[config.mk]
export PLATFORM = sky130hd
export DESIGN_NAME = integer_to_ascii_formatter_flat
export DESIGN_NICKNAME = d
export VERILOG_FILES = /design/src/hdl/i2a_pkg.sv /design/src/hdl/i2a_in_if.sv /design/src/hdl/i2a_out_if.sv /design/src/hdl/i2a_bcd.sv /design/src/hdl/i2a_emit.sv /design/src/hdl/integer_to_ascii_formatter.sv /design/src/flat_wrapper.sv
export SDC_FILE = /design/constraint.sdc
export NUM_CORES = 1
export LEC_CHECK = 0
export ABC_AREA = 1
export CELL_PAD_IN_SITES_DETAIL_PLACEMENT = 0
export CELL_PAD_IN_SITES_GLOBAL_PLACEMENT = 2
export CORE_UTILIZATION = 35
export DETAILED_ROUTE_END_ITERATION = 7
export DONT_BUFFER_PORTS = 1
export HOLD_SLACK_MARGIN = 0.02
export PLACE_DENSITY = 0.7
export RECOVER_POWER = 25
export SETUP_SLACK_MARGIN = 0.1
export SLEW_MARGIN = 20
export SYNTH_ARGS = -nofsm -noshare
export SYNTH_HDL_FRONTEND = slang
export SYNTH_HIERARCHICAL = 1
export SYNTH_SLANG_ARGS = --single-unit
[constraint.sdc]
create_clock -name clk -period 5.85 [get_ports clk]
set_clock_uncertainty 0.15 [all_clocks]
set_input_delay 1.4625 -clock clk [delete_from_list [all_inputs] [get_ports clk]]
set_output_delay 1.4625 -clock clk [all_outputs]
set_load 0.01 [all_outputs]
[src/hdl/i2a_pkg.sv]
`timescale 1ns / 1ps
`default_nettype none
// ----------------------------------------------------------------------------
// i2a_pkg: shared types and constants for the integer to ASCII formatter
// Field widths, mode codes, ASCII constants, the load record passed to the
// character emitter and the nibble to character mapping.
// ----------------------------------------------------------------------------
package i2a_pkg;

  // Field widths.
  localparam int unsigned ModeW   = 2;
  localparam int unsigned ValueW  = 64;
  localparam int unsigned WordW   = 32;
  localparam int unsigned NibW    = 4;
  localparam int unsigned CharW   = 8;
  localparam int unsigned CountW  = 5;
  localparam int unsigned BcdDigs = 10;
  localparam int unsigned BcdW    = BcdDigs * NibW;

  // Format modes.
  localparam logic [ModeW-1:0] MODE_HEX_LO = 2'd0;
  localparam logic [ModeW-1:0] MODE_HEX_UP = 2'd1;
  localparam logic [ModeW-1:0] MODE_DEC    = 2'd2;
  localparam logic [ModeW-1:0] MODE_PTR    = 2'd3;

  // Digit counts for each mode.
  localparam logic [CountW-1:0] NDIG_HEX = 5'd8;
  localparam logic [CountW-1:0] NDIG_DEC = 5'd10;
  localparam logic [CountW-1:0] NDIG_PTR = 5'd16;
  localparam logic [CountW-1:0] PFX_LEN  = 5'd2;

  // ASCII codes.
  localparam logic [CharW-1:0] CHAR_ZERO = 8'h30;
  localparam logic [CharW-1:0] CHAR_X    = 8'h78;
  localparam logic [CharW-1:0] CHAR_A_LO = 8'h61;
  localparam logic [CharW-1:0] CHAR_A_UP = 8'h41;

  // Work handed to the emitter: digits left aligned, most significant first.
  typedef struct packed {
    logic [ValueW-1:0] digits;
    logic [CountW-1:0] ndig;
    logic              pfx;
    logic              upper;
  } i2a_load_t;

  // Map one digit nibble to its ASCII character.
  function automatic logic [CharW-1:0] nib_char(input logic [NibW-1:0] nib,
                                                input logic upper);
    logic [CharW-1:0] ext;
    ext = {{(CharW-NibW){1'b0}}, nib};
    if (nib < 4'd10) begin
      return CHAR_ZERO + ext;
    end else if (upper) begin
      return CHAR_A_UP + ext - 8'd10;
    end else begin
      return CHAR_A_LO + ext - 8'd10;
    end
  endfunction

endpackage
`default_nettype wire

[src/hdl/i2a_in_if.sv]
`timescale 1ns / 1ps
`default_nettype none
// ----------------------------------------------------------------------------
// i2a_in_if: input channel of the formatter
// Valid/ready channel carrying one mode and one value per beat.
// ----------------------------------------------------------------------------
interface i2a_in_if;
  logic                          valid;
  logic                          ready;
  logic [i2a_pkg::ModeW-1:0]     mode;
  logic [i2a_pkg::ValueW-1:0]    value;

  modport source (output valid, output mode, output value, input ready);
  modport sink   (input valid, input mode, input value, output ready);
endinterface
`default_nettype wire

[src/hdl/i2a_out_if.sv]
`timescale 1ns / 1ps
`default_nettype none
// ----------------------------------------------------------------------------
// i2a_out_if: character channel of the formatter
// Valid/ready channel carrying one ASCII character per beat.
// ----------------------------------------------------------------------------
interface i2a_out_if;
  logic                          valid;
  logic                          ready;
  logic [i2a_pkg::CharW-1:0]     char_out;
  logic                          last;
  logic [i2a_pkg::CountW-1:0]    char_count;

  modport source (output valid, output char_out, output last, output char_count,
                  input ready);
  modport sink   (input valid, input char_out, input last, input char_count,
                  output ready);
endinterface
`default_nettype wire

[src/hdl/i2a_bcd.sv]
`timescale 1ns / 1ps
`default_nettype none
// ----------------------------------------------------------------------------
// i2a_bcd: bit-serial binary to BCD converter
// Shift-and-add-three conversion of a 32-bit word, one input bit per cycle,
// giving ten BCD digits.
// ----------------------------------------------------------------------------
module i2a_bcd (
  input  wire logic                        clk,
  input  wire logic                        rst_n,
  input  wire logic                        start,
  input  wire logic [i2a_pkg::WordW-1:0]   bin,
  output logic                             busy,
  output logic                             done,
  output logic [i2a_pkg::BcdW-1:0]         bcd
);

  localparam int unsigned CntW = $clog2(i2a_pkg::WordW);

  logic [i2a_pkg::WordW-1:0] bin_r, bin_nxt;
  logic [i2a_pkg::BcdW-1:0]  bcd_r, bcd_nxt;
  logic [i2a_pkg::BcdW-1:0]  adj;
  logic [CntW-1:0]           cnt_r, cnt_nxt;
  logic                      busy_r, busy_nxt;
  logic                      done_r, done_nxt;

  // Add three to every digit of five or more before the shift.
  always_comb begin
    for (int d = 0; d < i2a_pkg::BcdDigs; d++) begin
      if (bcd_r[d*i2a_pkg::NibW +: i2a_pkg::NibW] >= 4'd5) begin
        adj[d*i2a_pkg::NibW +: i2a_pkg::NibW] =
          bcd_r[d*i2a_pkg::NibW +: i2a_pkg::NibW] + 4'd3;
      end else begin
        adj[d*i2a_pkg::NibW +: i2a_pkg::NibW] =
          bcd_r[d*i2a_pkg::NibW +: i2a_pkg::NibW];
      end
    end
  end

  // Sequencing: load, then one shift per cycle until every bit is in.
  always_comb begin
    bin_nxt  = bin_r;
    bcd_nxt  = bcd_r;
    cnt_nxt  = cnt_r;
    busy_nxt = busy_r;
    done_nxt = 1'b0;
    if (busy_r) begin
      bcd_nxt = {adj[i2a_pkg::BcdW-2:0], bin_r[i2a_pkg::WordW-1]};
      bin_nxt = {bin_r[i2a_pkg::WordW-2:0], 1'b0};
      cnt_nxt = cnt_r - 1'b1;
      if (cnt_r == '0) begin
        busy_nxt = 1'b0;
        done_nxt = 1'b1;
      end
    end else if (start) begin
      bin_nxt  = bin;
      bcd_nxt  = '0;
      cnt_nxt  = CntW'(i2a_pkg::WordW - 1);
      busy_nxt = 1'b1;
    end
  end

  always_ff @(posedge clk) begin
    if (!rst_n) begin
      busy_r <= 1'b0;
      done_r <= 1'b0;
    end else begin
      busy_r <= busy_nxt;
      done_r <= done_nxt;
    end
  end

  always_ff @(posedge clk) begin
    bin_r <= bin_nxt;
    bcd_r <= bcd_nxt;
    cnt_r <= cnt_nxt;
  end

  assign busy = busy_r;
  assign done = done_r;
  assign bcd  = bcd_r;

endmodule
`default_nettype wire

[src/hdl/i2a_emit.sv]
`timescale 1ns / 1ps
`default_nettype none
// ----------------------------------------------------------------------------
// i2a_emit: character emitter
// Drops leading zero digits one nibble per cycle, then sends the optional
// "0x" prefix and the digits, one character per beat, through an output
// register.
// ----------------------------------------------------------------------------
module i2a_emit (
  input  wire logic               clk,
  input  wire logic               rst_n,
  input  wire logic               load,
  input  wire i2a_pkg::i2a_load_t ld,
  output logic                    busy,
  i2a_out_if.source               out_ch
);

  localparam logic [2:0] ST_IDLE = 3'd0;
  localparam logic [2:0] ST_SKIP = 3'd1;
  localparam logic [2:0] ST_PFX0 = 3'd2;
  localparam logic [2:0] ST_PFX1 = 3'd3;
  localparam logic [2:0] ST_DIG  = 3'd4;

  localparam int unsigned TopLo = i2a_pkg::ValueW - i2a_pkg::NibW;

  logic [2:0]                   state_r, state_nxt;
  logic [i2a_pkg::ValueW-1:0]   digits_r, digits_nxt;
  logic [i2a_pkg::CountW-1:0]   left_r, left_nxt;
  logic [i2a_pkg::CountW-1:0]   total_r, total_nxt;
  logic                         pfx_r, pfx_nxt;
  logic                         upper_r, upper_nxt;
  logic                         out_valid_r, out_valid_nxt;
  logic [i2a_pkg::CharW-1:0]    char_r, char_nxt;
  logic                         last_r, last_nxt;
  logic [i2a_pkg::CountW-1:0]   count_r, count_nxt;
  logic                         adv;
  logic [i2a_pkg::NibW-1:0]     top_nib;

  assign top_nib = digits_r[i2a_pkg::ValueW-1:TopLo];
  // The output register can take a new beat when empty or being drained.
  assign adv     = !out_valid_r || out_ch.ready;

  // Digit sequencing and output register loading.
  always_comb begin
    state_nxt     = state_r;
    digits_nxt    = digits_r;
    left_nxt      = left_r;
    total_nxt     = total_r;
    pfx_nxt       = pfx_r;
    upper_nxt     = upper_r;
    out_valid_nxt = out_valid_r;
    char_nxt      = char_r;
    last_nxt      = last_r;
    count_nxt     = count_r;
    if (adv) begin
      out_valid_nxt = 1'b0;
    end
    unique case (state_r)
      ST_IDLE: begin
        if (load) begin
          digits_nxt = ld.digits;
          left_nxt   = ld.ndig;
          pfx_nxt    = ld.pfx;
          upper_nxt  = ld.upper;
          state_nxt  = ST_SKIP;
        end
      end
      ST_SKIP: begin
        if (top_nib == '0 && left_r > 5'd1) begin
          digits_nxt = {digits_r[TopLo-1:0], {i2a_pkg::NibW{1'b0}}};
          left_nxt   = left_r - 1'b1;
        end else begin
          total_nxt = left_r + (pfx_r ? i2a_pkg::PFX_LEN : '0);
          state_nxt = pfx_r ? ST_PFX0 : ST_DIG;
        end
      end
      ST_PFX0: begin
        if (adv) begin
          out_valid_nxt = 1'b1;
          char_nxt      = i2a_pkg::CHAR_ZERO;
          last_nxt      = 1'b0;
          count_nxt     = '0;
          state_nxt     = ST_PFX1;
        end
      end
      ST_PFX1: begin
        if (adv) begin
          out_valid_nxt = 1'b1;
          char_nxt      = i2a_pkg::CHAR_X;
          last_nxt      = 1'b0;
          count_nxt     = '0;
          state_nxt     = ST_DIG;
        end
      end
      ST_DIG: begin
        if (adv) begin
          out_valid_nxt = 1'b1;
          char_nxt      = i2a_pkg::nib_char(top_nib, upper_r);
          last_nxt      = (left_r == 5'd1);
          count_nxt     = (left_r == 5'd1) ? total_r : '0;
          digits_nxt    = {digits_r[TopLo-1:0], {i2a_pkg::NibW{1'b0}}};
          left_nxt      = left_r - 1'b1;
          if (left_r == 5'd1) begin
            state_nxt = ST_IDLE;
          end
        end
      end
      default: begin
        state_nxt = ST_IDLE;
      end
    endcase
  end

  always_ff @(posedge clk) begin
    if (!rst_n) begin
      state_r     <= ST_IDLE;
      out_valid_r <= 1'b0;
    end else begin
      state_r     <= state_nxt;
      out_valid_r <= out_valid_nxt;
    end
  end

  always_ff @(posedge clk) begin
    digits_r <= digits_nxt;
    left_r   <= left_nxt;
    total_r  <= total_nxt;
    pfx_r    <= pfx_nxt;
    upper_r  <= upper_nxt;
    char_r   <= char_nxt;
    last_r   <= last_nxt;
    count_r  <= count_nxt;
  end

  assign busy              = (state_r != ST_IDLE);
  assign out_ch.valid      = out_valid_r;
  assign out_ch.char_out   = char_r;
  assign out_ch.last       = last_r;
  assign out_ch.char_count = count_r;

endmodule
`default_nettype wire

[src/hdl/integer_to_ascii_formatter.sv]
`timescale 1ns / 1ps
`default_nettype none
// ----------------------------------------------------------------------------
// integer_to_ascii_formatter: number to ASCII text converter
// Formats one value as lower or upper case hex, unsigned decimal or a
// "0x" pointer, most significant character first without leading zeros.
// ----------------------------------------------------------------------------
//  Channel  | Dir | Beat payload                  | Handshake
//  in_ch    | in  | mode[1:0], value[63:0]        | valid/ready
//  out_ch   | out | char_out[7:0], last, char_count[4:0] | valid/ready
//
// One value is worked on at a time. Hex and pointer values are accepted, then
// their leading zero digits are dropped, the text is started and its
// characters are sent one per beat. Decimal values first pass through the
// bit-serial BCD converter and are then handed over to the emitter. Reset
// (synchronous, rst_n low) empties the output register and idles both units.
// A stalled out_ch holds the current character and pauses emission.
// ----------------------------------------------------------------------------
module integer_to_ascii_formatter (
  input  wire logic  clk,
  input  wire logic  rst_n,
  i2a_in_if.sink     in_ch,
  i2a_out_if.source  out_ch
);

  logic                       bcd_busy;
  logic                       bcd_done;
  logic [i2a_pkg::BcdW-1:0]   bcd;
  logic                       emit_busy;
  logic                       accept;
  logic                       bcd_start;
  logic                       emit_load;
  i2a_pkg::i2a_load_t         ld;

  // Take a new value only when both units are free.
  assign in_ch.ready = !bcd_busy && !bcd_done && !emit_busy;
  assign accept      = in_ch.valid && in_ch.ready;

  // Route the beat: decimal goes through the converter, the rest straight on.
  always_comb begin
    bcd_start = 1'b0;
    emit_load = 1'b0;
    ld.digits = {in_ch.value[i2a_pkg::WordW-1:0], {i2a_pkg::WordW{1'b0}}};
    ld.ndig   = i2a_pkg::NDIG_HEX;
    ld.pfx    = 1'b0;
    ld.upper  = 1'b0;
    if (bcd_done) begin
      emit_load = 1'b1;
      ld.digits = {bcd, {(i2a_pkg::ValueW - i2a_pkg::BcdW){1'b0}}};
      ld.ndig   = i2a_pkg::NDIG_DEC;
    end else if (accept) begin
      unique case (in_ch.mode)
        i2a_pkg::MODE_HEX_LO: begin
          emit_load = 1'b1;
        end
        i2a_pkg::MODE_HEX_UP: begin
          emit_load = 1'b1;
          ld.upper  = 1'b1;
        end
        i2a_pkg::MODE_DEC: begin
          bcd_start = 1'b1;
        end
        i2a_pkg::MODE_PTR: begin
          emit_load = 1'b1;
          ld.digits = in_ch.value;
          ld.ndig   = i2a_pkg::NDIG_PTR;
          ld.pfx    = 1'b1;
        end
        default: begin
          emit_load = 1'b0;
        end
      endcase
    end
  end

  i2a_bcd u_bcd (
    .clk   (clk),
    .rst_n (rst_n),
    .start (bcd_start),
    .bin   (in_ch.value[i2a_pkg::WordW-1:0]),
    .busy  (bcd_busy),
    .done  (bcd_done),
    .bcd   (bcd)
  );

  i2a_emit u_emit (
    .clk    (clk),
    .rst_n  (rst_n),
    .load   (emit_load),
    .ld     (ld),
    .busy   (emit_busy),
    .out_ch (out_ch)
  );

endmodule
`default_nettype wire
[src/flat_wrapper.sv]
// flat-port wrapper written by rule: the top's interface ports become plain ports
module integer_to_ascii_formatter_flat 
  (clk, rst_n, in_ch_valid, in_ch_mode, in_ch_value, in_ch_ready, out_ch_valid, out_ch_char_out, out_ch_last, out_ch_char_count, out_ch_ready);
  i2a_in_if in_ch_i ();
  i2a_out_if out_ch_i ();
  input  wire logic clk;
  input  wire logic rst_n;
  input wire logic [$bits(in_ch_i.valid)-1:0] in_ch_valid;
  input wire logic [$bits(in_ch_i.mode)-1:0] in_ch_mode;
  input wire logic [$bits(in_ch_i.value)-1:0] in_ch_value;
  output wire logic [$bits(in_ch_i.ready)-1:0] in_ch_ready;
  output wire logic [$bits(out_ch_i.valid)-1:0] out_ch_valid;
  output wire logic [$bits(out_ch_i.char_out)-1:0] out_ch_char_out;
  output wire logic [$bits(out_ch_i.last)-1:0] out_ch_last;
  output wire logic [$bits(out_ch_i.char_count)-1:0] out_ch_char_count;
  input wire logic [$bits(out_ch_i.ready)-1:0] out_ch_ready;
  assign in_ch_i.valid = in_ch_valid;
  assign in_ch_i.mode = in_ch_mode;
  assign in_ch_i.value = in_ch_value;
  assign in_ch_ready = in_ch_i.ready;
  assign out_ch_valid = out_ch_i.valid;
  assign out_ch_char_out = out_ch_i.char_out;
  assign out_ch_last = out_ch_i.last;
  assign out_ch_char_count = out_ch_i.char_count;
  assign out_ch_i.ready = out_ch_ready;
  integer_to_ascii_formatter u_core (.clk(clk), .rst_n(rst_n), .in_ch(in_ch_i), .out_ch(out_ch_i));
endmodule
==> impl_metrics.yaml <==
worst_hold_path:
  timing.hold.worst.start: "u_core/u_bcd/bin_r[0]"
  timing.hold.worst_path_depth: 2
  hold_path_end: "u_core/u_bcd/bin_r[0]"
  path_category_of_the_worst_min_delay_check: "reg2reg"
synth:
  ys_seq_area_share_pct: 50.8
  area_share_of_xor_xnor_cells_in_the_synthesized_design_pct: 0.524
  synthDistinctLibCells: 33
  synth-edff-count: 165
  ys.flop_type: "edfxtp_1"
  synthCells: 1148
  yosys_top_cell_by_area: "edfxtp_1"
  synth_simple_gate_area_share_pct: 24.9
  postSynthAreaPerCell_um2: 8.73
  syn_area_um2: 10000
  synth_mux_area_share_pct: 8.46
  synth-seq-cells: 172
  synth_top_family_by_area: "simple AND/OR/NAND/NOR gates"
  synthesis.yosys.warnings: 6
  async_flop_share_pct: 0
  synth_compound_gate_area_share_pct: 2.82
  synth_top_cells_by_area: "edfxtp_1 (49%), nand2_1 (13%), mux2_4 (6.9%)"
  synth_fa_ha_area_share_pct: 3.37
  netlist.area_leader.share_pct: 49.4
die:
  core_area_um2: 28000
  initial_core_util_pct: 35.8
  rows: 61
  dieArea_um2: 29300
  chipWidth_um: 171
  dieHeight_um: 171
  design.portCount: 86
clock_network:
  cts_resized: 0
  clock_tree.buffer_depth: 2
  postCtsHoldBufs: 0
  cts-htree-levels: 4
  cts_made_buffers: 17
  ctsRootBufferMaster: "clkbuf_16"
  cts_setup_buffers: 0
  clkTransAtPathRegs_ns: 0.08
  clk_latency_ns: 0.43
  cts_tree: "built"
  tritoncts_num_sinks: 172
cells_and_area:
  post-route-util_pct: 38.9
  synth_to_layout_area_growth_pct: 8.62
  area.sequential_um2: 5100
  final_common_cell: "nand2_1"
  num_antenna_cells: 0
  layout_common_cells: "nand2_1 (346), nor2_1 (174), edfxtp_1 (165)"
  final_cells: 1523
  fillers: 2914
  multiInputGateArea_um2: 4040
  fin_nets: 1229
  proportion_of_layout_cells_with_a_drive_suffix_above_1_pct: 9.69
setup_path:
  setup.reg_to_reg.worst_slack_ns: 1.87
  critical_path.max_stage_delay_ns: 1.63
  crit-reg2reg-capture: "u_core/u_emit/digits_r[6]"
  crit_path_max_fanout: 39
  crit_type: "reg2reg"
  cp-start-kind: "register"
  worst_ep_required_time_ns: 5.87
  number_of_cells_on_the_worst_reg_to_reg_path: 5
  r2r_start: "u_core/u_emit/state_r[1]"
  worstPathCellList: "inv_1 > nand3_1 > nand2_1 > buf_4 > mux2_2"
  cp.arrival_ns: 3.99
  worst_path_slowest_cell: "nand2_1"
  endpoint_kind_of_the_worst_setup_timing_path: "register"
placed_design:
  hpwl_um: 16600
  place.gp.congestion: 0.790
  portBuffers: 0
  dp_cells: 1491
  dp_worst_setup_slack_ns: 2.36
pwr:
  power_density_nw_per_um2: 460
  maximum_vdd_drop_v: 0.000262
  static-leakage-power_nw: 4.84
detailed_routing:
  wl_per_cell_um: 16.0
  drtIter0Drc: 410
  avgViaCountPerCell: 4.67
  vias: 7120
  finalWirelength_um: 24400
  final_antenna_net_count: 0
  drt_drc_violations_left: 0
  iteration_count_of_the_initial_detailed_routing_pass: 5
timing:
  worst_setup_margin_ns: 1.87
  report.final.hold_viol_count: 0
  max_slew_margin_pct: -46.2
  setup-violations-final: 0
  layout_worst_path_cycle_share_pct: 68.0
  max_clock_freq_ghz: 0.251
  rsz_0062_raised_after_global_routing: "no"
  finalSetupTns_ns: 0
  timing_max_transition_violations_final: 120
  max_slew.worst_pin.slew_ns: 2.19
  min_period_ns: 3.98
run:
  timing.max_cap.violations: 3
global_route:
  first_pass_grt_wire_length_um: 38400
  first_global_vias: 6946
  global_route.usage.total_pct: 17.5
  pin_count_of_the_biggest_net_entering_global_routing: 75
  globalRouteOverflowTotal: 0
  antenna_found_initial: 0
status:
  outcome: "finished with violations"
  violations_in_the_final_reports: "capacitance limit, slew limit"
==> routing by layer <==
layer / routed length (µm) / share of wire, % / track usage [%]
met1: 11200 / 46 / 22.1
met2: 12000 / 49 / 30.1
met3: 948 / 3.9 / 3.80
met4: 318 / 1.3 / 4.31
met5: 0 / 0 / 0
==> synthesized netlist by cell type (2+ instances only) <==
library cell and instances:
nor3_1 12, inv_1 159, o21ai_0 14, nor2_1 176, buf_6 11, mux2_2 14, buf_1 5, a21oi_1 28
buf_2 21, nand3_2 2, mux2_4 46, nor2_2 2, xnor2_1 3, inv_2 5, conb_1 2, dfxtp_1 7
o21ai_1 8, nand3_1 56, nand2_2 2, xor2_1 3, buf_4 4, ha_1 27, nand2_1 345, nand4_1 21
clkbuf_1 3, edfxtp_1 165
==> power breakdown <==
part / total (W) / internal (W) / switching, W
sequential: 0.00219 / 0.00199 / 0.000198
combinational: 0.00166 / 0.000679 / 0.000981
clock: 0.00116 / 0.000640 / 0.000518
==> flip-flops by register name, summed over array words and instances, names as in the netlist, named ones only <==
signal,flops
u_core/u_emit/state_r,3
u_core/u_bcd/bcd,40
u_core/u_emit/pfx_r,1
u_core/u_emit/left_r,5
u_core/u_emit/out_ch.char_out,7
u_core/u_emit/upper_r,1
u_core/u_bcd/bin_r,32
u_core/u_emit/out_ch.last,1
u_core/u_bcd/done,1
u_core/u_emit/total_r,5
u_core/u_emit/out_ch.char_count,5
u_core/u_bcd/busy,1
u_core/u_bcd/cnt_r,5
u_core/u_emit/digits_r,64
==> per-stage QoR <==
stage | power, W | instance area (µm²) | hold WS [ns]
after global routing | 0.00532 | 10900 | 0.341
after detailed placement | 0.00387 | 10300 | 0.313
final | 0.00501 | 10900 | 0.324
after global placement | 0.00388 | 10300 | 0.307
after CTS | 0.00506 | 10900 | 0.324
after floorplan | 0.00352 | 10000 | 0.295
==> cells by family (layout without fill, tap and decap cells) <==
family	after synthesis	after routing
XOR/XNOR	6	6
other	2	3
buffers and inverters	209	205
flip-flops	172	172
AND/OR/NAND/NOR	618	618
adder cells (fa/ha/maj)	27	27
AO/OA/AOI/OAI	54	54
multiplexers	60	60
==> worst max-delay path, delay by kind of cell (launching register included) <==
family | cells | cell delay (ns)
buffers and inverters | 2 | 0.86
DFF | 1 | 0.37
muxes | 1 | 0.43
and+or+nand+nor | 2 | 1.88
==> how the worst max path moves through the flow <==
stage	from	end	slack, ns	cells past startpoint
after floorplan	in_ch_mode[0]	u_core/u_emit/digits_r[0]	0.40	7
after global placement	in_ch_mode[0]	u_core/u_emit/digits_r[62]	2.38	8
after detailed placement	in_ch_mode[0]	u_core/u_emit/digits_r[62]	2.36	8
after CTS	u_core/u_emit/state_r[2]	in_ch_ready	2.51	3
after global routing	u_core/u_emit/state_r[1]	u_core/u_emit/digits_r[6]	1.63	5
final	u_core/u_emit/state_r[1]	u_core/u_emit/digits_r[6]	1.87	5
==> area by class of cell <==
| type | instances | share of cell area (%) |
|---|---|---|
| sequential | 172 | 46.8 |
| multi-input combinational | 768 | 37.1 |
| inverter | 164 | 5.65 |
| tap | 378 | 4.34 |
| clock buffer | 18 | 3.94 |
| clock inverter | 14 | 1.46 |
| timing repair buffer | 9 | 0.701 |
No activity file was read; power rests on OpenSTA's default activity.
